==> config.mk <==
export PLATFORM = sky130hd
export DESIGN_NAME = mcrlm_front
export DESIGN_NICKNAME = d
export VERILOG_FILES = /design/src/hdl/mcrlm_pkg.sv /design/src/hdl/mcrlm_front.sv
export SDC_FILE = /design/constraint.sdc
export NUM_CORES = 1
export LEC_CHECK = 0
export ABC_AREA = 1
export BUFFER_PORTS_ARGS = -buffer_cell sky130_fd_sc_hd__buf_2
export CAP_MARGIN = 20
export CELL_PAD_IN_SITES_DETAIL_PLACEMENT = 1
export CELL_PAD_IN_SITES_GLOBAL_PLACEMENT = 1
export CORE_ASPECT_RATIO = 0.7
export CORE_UTILIZATION = 47
export CTS_BUF_LIST = sky130_fd_sc_hd__clkbuf_16
export CTS_CLUSTER_SIZE = 40
export DETAILED_ROUTE_END_ITERATION = 8
export PLACE_DENSITY_LB_ADDON = 0.1
export SETUP_SLACK_MARGIN = 0.02
export SLEW_MARGIN = 30
export SYNTH_ARGS = -nofsm -noshare
export SYNTH_HDL_FRONTEND = slang
export SYNTH_SLANG_ARGS = --single-unit
export TNS_END_PERCENT = 1
==> constraint.sdc <==
create_clock -name clk -period 8.85 [get_ports clk]
set_input_delay 0.4425 -clock clk [delete_from_list [all_inputs] [get_ports clk]]
set_output_delay 0.4425 -clock clk [all_outputs]
set_load 0.01 [all_outputs]
==> src/hdl/mcrlm_pkg.sv <==
// Shared types and constants for the microphone capture ring and level meter.
`default_nettype none

package mcrlm_pkg;

  localparam logic [1:0] ST_OK        = 2'd0;
  localparam logic [1:0] ST_INVALID   = 2'd1;
  localparam logic [1:0] ST_NOT_READY = 2'd2;

  localparam int CONV_SHIFT = 8;
  localparam int SAMPLE_W   = 16;

  typedef struct packed {
    logic               command;
    logic signed [31:0] left_sample;
    logic signed [31:0] right_sample;
    logic               last_in_block;
    logic [15:0]        read_count;
    logic [15:0]        read_index;
  } req_beat_t;

  typedef struct packed {
    logic [1:0]         status;
    logic signed [15:0] audio_sample;
    logic [9:0]         valid_count;
    logic [31:0]        level;
  } rsp_beat_t;

  typedef enum logic [1:0] {
    KIND_SAMPLE,
    KIND_READ,
    KIND_INVALID,
    KIND_NOT_READY
  } kind_t;

  typedef struct packed {
    kind_t                 kind;
    logic [SAMPLE_W-1:0]   mono;
    logic [31:0]           mag;
    logic                  last;
    logic [15:0]           read_count;
    logic [15:0]           read_index;
  } job_t;

endpackage

`default_nettype wire

==> src/hdl/mcrlm_front.sv <==
// Front end: accepts request beats, classifies them and queues jobs.
`default_nettype none

module mcrlm_front
  import mcrlm_pkg::*;
(
  input  wire logic      clk,
  input  wire logic      rst,
  input  wire logic      cfg_we,
  input  wire logic      cfg_data,
  input  wire logic      req_valid,
  output logic           req_ready,
  input  wire req_beat_t req,
  output logic           job_valid,
  input  wire logic      job_take,
  output job_t           job
);

  logic        capture_enabled;
  logic        wr_sel;
  logic        rd_sel;
  logic [1:0]  fill;
  job_t        slot [2];
  job_t        job_in;
  logic [31:0] left_u;
  logic [31:0] right_u;
  logic [31:0] left_mag;
  logic [31:0] right_mag;
  logic [31:0] mono;
  logic        push;

  always_comb begin
    left_u    = req.left_sample;
    right_u   = req.right_sample;
    left_mag  = left_u[31] ? (32'd0 - left_u) : left_u;
    right_mag = right_u[31] ? (32'd0 - right_u) : right_u;
    mono      = (left_u == '0 && right_u != '0) ? right_u : left_u;

    job_in.mono       = mono[CONV_SHIFT +: SAMPLE_W];
    job_in.mag        = (left_mag > right_mag) ? left_mag : right_mag;
    job_in.last       = req.last_in_block;
    job_in.read_count = req.read_count;
    job_in.read_index = req.read_index;
    if (!req.command) begin
      job_in.kind = KIND_SAMPLE;
    end else if (req.read_count == '0 || req.read_index >= req.read_count) begin
      job_in.kind = KIND_INVALID;
    end else if (!capture_enabled) begin
      job_in.kind = KIND_NOT_READY;
    end else begin
      job_in.kind = KIND_READ;
    end
  end

  assign req_ready = fill != 2'd2;
  assign push      = req_valid && req_ready;
  assign job_valid = fill != 2'd0;
  assign job       = slot[rd_sel];

  always_ff @(posedge clk) begin
    if (rst) begin
      capture_enabled <= 1'b0;
      wr_sel          <= 1'b0;
      rd_sel          <= 1'b0;
      fill            <= 2'd0;
    end else begin
      if (cfg_we) begin
        capture_enabled <= cfg_data;
      end
      if (push) begin
        wr_sel <= ~wr_sel;
      end
      if (job_take) begin
        rd_sel <= ~rd_sel;
      end
      case ({push, job_take})
        2'b10:   fill <= fill + 2'd1;
        2'b01:   fill <= fill - 2'd1;
        default: fill <= fill;
      endcase
    end
  end

  always_ff @(posedge clk) begin
    if (push) begin
      slot[wr_sel] <= job_in;
    end
  end

endmodule

`default_nettype wire

-- Yosys cells after proc, flatten, opt, wreduce, memory -nomap -nowiden
Memories as Yosys holds them, arrays and structs flattened. A register that Yosys moved wholly into a read port is not among the register bits.
Index checks and enable logic that the tools add are counted.
- register bits after elaboration: 5
- RAM bits: 166
- output and inout port bits: 85
- memories: 1
- logic and storage cells: 36
- input port bits: 104
- $add $sub $neg: 4
- reduce and logical (&&, ||, !) cells: 8
- multiplexer cells: 12
- $lt $le $gt $ge: 2
- eq/ne operators: 3
- bitwise gates (word level): 2
- memory list (name ; depth ; width ; rd ports ; clocked after memory_dff ; write ports ; RTL line ; RTL):
    slot ; 2 ; 83 ; 1 ; 1 ; 1 ; mcrlm_front.sv:23 ; job_t slot [2];
- operators by type and width (kind ; number):
    two-way mux 32 bit ; 3
    subtractor 1 x 32 -> 32 bit (first input constant) ; 2
    greater-than comparator 32 bit ; 1
    logical NOT 32 bit ; 1
    nonzero test 32 bit ; 1
    two-way mux 24 bit ; 1
    greater-or-equal comparator 16 bit ; 1
    logical NOT 16 bit ; 1
    two-way mux 2 bit ; 3
    two-way mux 1 bit ; 4
    case mux 2 bit (2 select lines) ; 1
    nonzero test 2 bit ; 2
    adder 2 x 1 -> 2 bit (second input constant) ; 1
    == test 2 x 1 -> 1 bit (second input constant) ; 1
    == test 2 bit (second input constant) ; 1
    logical AND 1 bit ; 2
    inequality test 2 bit (second input constant) ; 1
    inverter 1 bit ; 2
    subtractor 2 x 1 -> 2 bit (second input constant) ; 1
    logical OR 1 bit ; 1

-- Logic depth before layout (Yosys ltp)
- word-level depth: 4
- depth in mapped cells: 22
- mapped depth without buffers: 21

-- Worst setup path before layout
Ideal clock, no wire load.
- kind: flip-flop to flip-flop
- from: register fill[0]
- to: memory slot[1][0] in the netlist's numbering, enable pin
- arrival time: 4.144 ns
- period minus slack after synthesis: 4.670 ns
- library setup time: 0.526 ns
- slack: 4.180 ns
- cell stages (with the launch flop): 5
- buffers on the path: 0
- data required time: 8.324 ns
- path through: dfxtp_1 > inv_1 > nand2_1 > nand2_1 > nor2_1
- cells in the longest elaborated chain, start to end: 4
- RTL lines (element ; RTL line ; RTL):
    start: declaration ; mcrlm_front.sv:22 ; logic [1:0] fill;
    start signal: assignment ; mcrlm_front.sv:77 ; 2'b10: fill <= fill + 2'd1;
    start signal: assignment ; mcrlm_front.sv:78 ; 2'b01: fill <= fill - 2'd1;
    start signal: assignment ; mcrlm_front.sv:79 ; default: fill <= fill;
    inequality test 2 bit ; mcrlm_front.sv:55 ; assign req_ready = fill != 2'd2;
    via req_ready ; mcrlm_front.sv:12 ; output logic req_ready,
    logical AND 1 bit ; mcrlm_front.sv:56 ; assign push = req_valid && req_ready;
    two-way mux 1 bit ; mcrlm_front.sv:85 ; if (push) begin
    two-way mux 1 bit (not written as such) ; mcrlm_front.sv:86 ; slot[wr_sel] <= job_in;
    end: declaration ; mcrlm_front.sv:23 ;
The timed path passes the listed nets, and every way through them passes these cells.

==> results_dict.tcl <==
set metrics [dict create \
    finalNetCount 1387 \
    grt_max_degree 70 \
    synth-seq-cells 172 \
    cts_setup_buffers 0 \
    routedWlPerCell_um 20.24 \
    setup_tns_ps 0 \
    place_congestion 0.9001 \
    cp_max_fo 33 \
    via_count 8297 \
    syn_area_per_cell_um2 9.701 \
    maxSlewViolCount 0 \
    worstPathArrival_ps 4780 \
    max_slew_margin 0.3739 \
    die_h_um 125.0 \
    ios 189 \
    rows 44 \
    synth_fp_nets 1202 \
    antenna_found_initial 4 \
    netlist_area_mm2 0.01016 \
    ys_seq_area_frac 0.5026 \
    clk_pin_slew_worst_paths_ps 80 \
    nFillCells 2463 \
    ys_warn_count 0 \
    numPortBuffers 188 \
    cts_buffer_depth 2 \
    crit_path_start_kind "input port" \
    grt_setup_unrepaired "no" \
    cts_tree "built" \
    synthDistinctLibCells 36 \
    grt_pass1_wl_um 47580 \
    final_common_cell "nand2_1" \
    die-area_mm2 0.02221 \
    crit_type "in2reg" \
    synth_top_area_frac 0.4908 \
    min_period_ps 4609 \
    grt_use_total 0.2875 \
    post-route-util 0.5701 \
    postCtsHoldBufs 0 \
    synth_edf_count 166 \
    peakVddDrop_v 0.0001146 \
    area_delta_synth_final_pct 17.73 \
    async_flop_share 0 \
    max_clock_freq_ghz 0.2169 \
    ant_nets 0 \
    critPathRequiredTime_ps 9020 \
    initial_core_util 0.4843 \
    layout-drive-gt1-share 0.2795 \
    finalHoldViolCount 0 \
    p_per_area_mw_per_mm2 190.7 \
    yosys.area.top_type "edfxtp_1" \
    htree_levels 4 \
    period_share 0.5208 \
    layout_common_cells "234 x nand2_1, 188 x buf_2, 166 x edfxtp_1" \
    hold_class "in2reg" \
    drc_errors 0 \
    cts_buffers 17 \
    drv_cap 0 \
    ys.flop_type "edfxtp_1" \
    clkLatencyLatePin_ps 430 \
    status "finished clean" \
    die_x_um 177.7 \
    worstSetupEndpointType "flop" \
    coreArea_mm2 0.02098 \
    synthTopCellsByArea "edfxtp_1 49%, mux2_2 9.2%, nand2_1 8.6%, ha_1 6.3%, inv_1 4.9%" \
    grt_overflow 0 \
    dr.pass1.iters 5 \
    worstMarginPinSlew_ps 939.2 \
    cts_root_buf "clkbuf_16" \
    first_iter_violations 639 \
    clock_skew_ps 9.764 \
    hpwl_um 22990 \
    via_per_inst 5.444 \
    setup_viol 0 \
    syn-instance-count 1047 \
    post_cts_resized 0 \
    clkSinkCount 172 \
    leakage_uw 0.005275 \
    wl_um 30840 \
    grt_pass1_vias 8352 \
]
## stage by stage
step                cell area, um^2  power (uW)  hold WS (ps)  setup slack [ps]  std cells
global route                  11960        2383         191.6              3965       1523
detailed placement            11350        1534         502.0              3950       1489
global placement              11350        1514         493.8              4019       1489
CTS                           11950        2293         186.9              4323       1521
finish                        11960        2280         195.6              4241       1524
floorplan                     10160        1345         464.1              4180       1047
## layer usage
layer / GRT usage / vias to the layer above / share of wire / wire length [um]
li1: - / 3928 / - / -
met4: 0.05078 / 0 / 0.0088 / 271
met2: 0.4403 / 282 / 0.44 / 13610
met3: 0.05687 / 20 / 0.067 / 2073
met5: 0 / - / 0 / 0
met1: 0.4256 / 4067 / 0.48 / 14890
## cell usage after synthesis (2+ instances only)
cell type / n
xor2_1: 38
buf_6: 4
buf_2: 16
nor3_1: 11
nand2_2: 5
edfxtp_1: 166
nor2_1: 95
inv_1: 133
clkbuf_1: 5
o21ai_0: 35
nand3_2: 4
o21bai_2: 2
o21ai_1: 4
mux2_2: 83
o21ai_2: 11
dfxtp_1: 6
nor4_1: 4
ha_1: 51
nor2_2: 6
o21a_1: 2
a21oi_1: 32
nand3_1: 68
nand2_1: 234
nor4_4: 2
nand4_1: 18
inv_2: 2
## logic make-up after synthesis
logic type	synth area share
AOI/OAI and AO/OA	0.04977
xor gates and xnor gates	0.03363
adders and majority gates	0.06282
buffers and inverters	0.06492
DFF	0.5026
muxes	0.09202
and+or+nand+nor	0.1943
## final timing paths
kind,startpoint,end,slack [ps],depth (start not counted)
setup / recovery,req[33],slot[0][46],4240,19
hold / removal,req[32],slot[1][32],200,1
setup reg to reg,fill[0],slot[1][8],6220,5
hold reg to reg,fill[0],fill[0],510,2
## layout make-up
cell class,count,area [um^2],area share
Antenna cell,3,7.507,0.0006278
Clock inverter,15,173.9,0.01454
Clock buffer,17,425.4,0.03558
Inverter,135,506.7,0.04238
Tap cell,276,345.3,0.02888
Timing Repair Buffer,193,982.2,0.08214
Sequential cell,172,5109,0.4272
Multi-Input combinational cell,713,4408,0.3686
## critical path: stages
cell,delay [ps]
buf_2,120
inv_1,110
ha_1,210
nand3_1,200
nor2_2,260
nand3_2,140
o21ai_2,280
xor2_1,240
inv_1,60
ha_1,290
nand2_1,50
o21ai_0,360
nand2_1,110
nand2_1,80
a21oi_1,110
nand2_2,590
nand2_2,720
nand2_1,290
nand2_1,120
## power breakdown
group | internal (uW) | total [uW] | switching, uW
sequential | 992 | 1010 | 21.8
combinational | 184 | 508 | 324
clock | 382 | 759 | 376
## state kept, by name, summed over array words and instances (netlist names), named ones only
signal           cells
capture_enabled      1
fill                 2
rd_sel               1
slot               166
wr_sel               1
No activity file was read; power rests on OpenSTA's default activity.
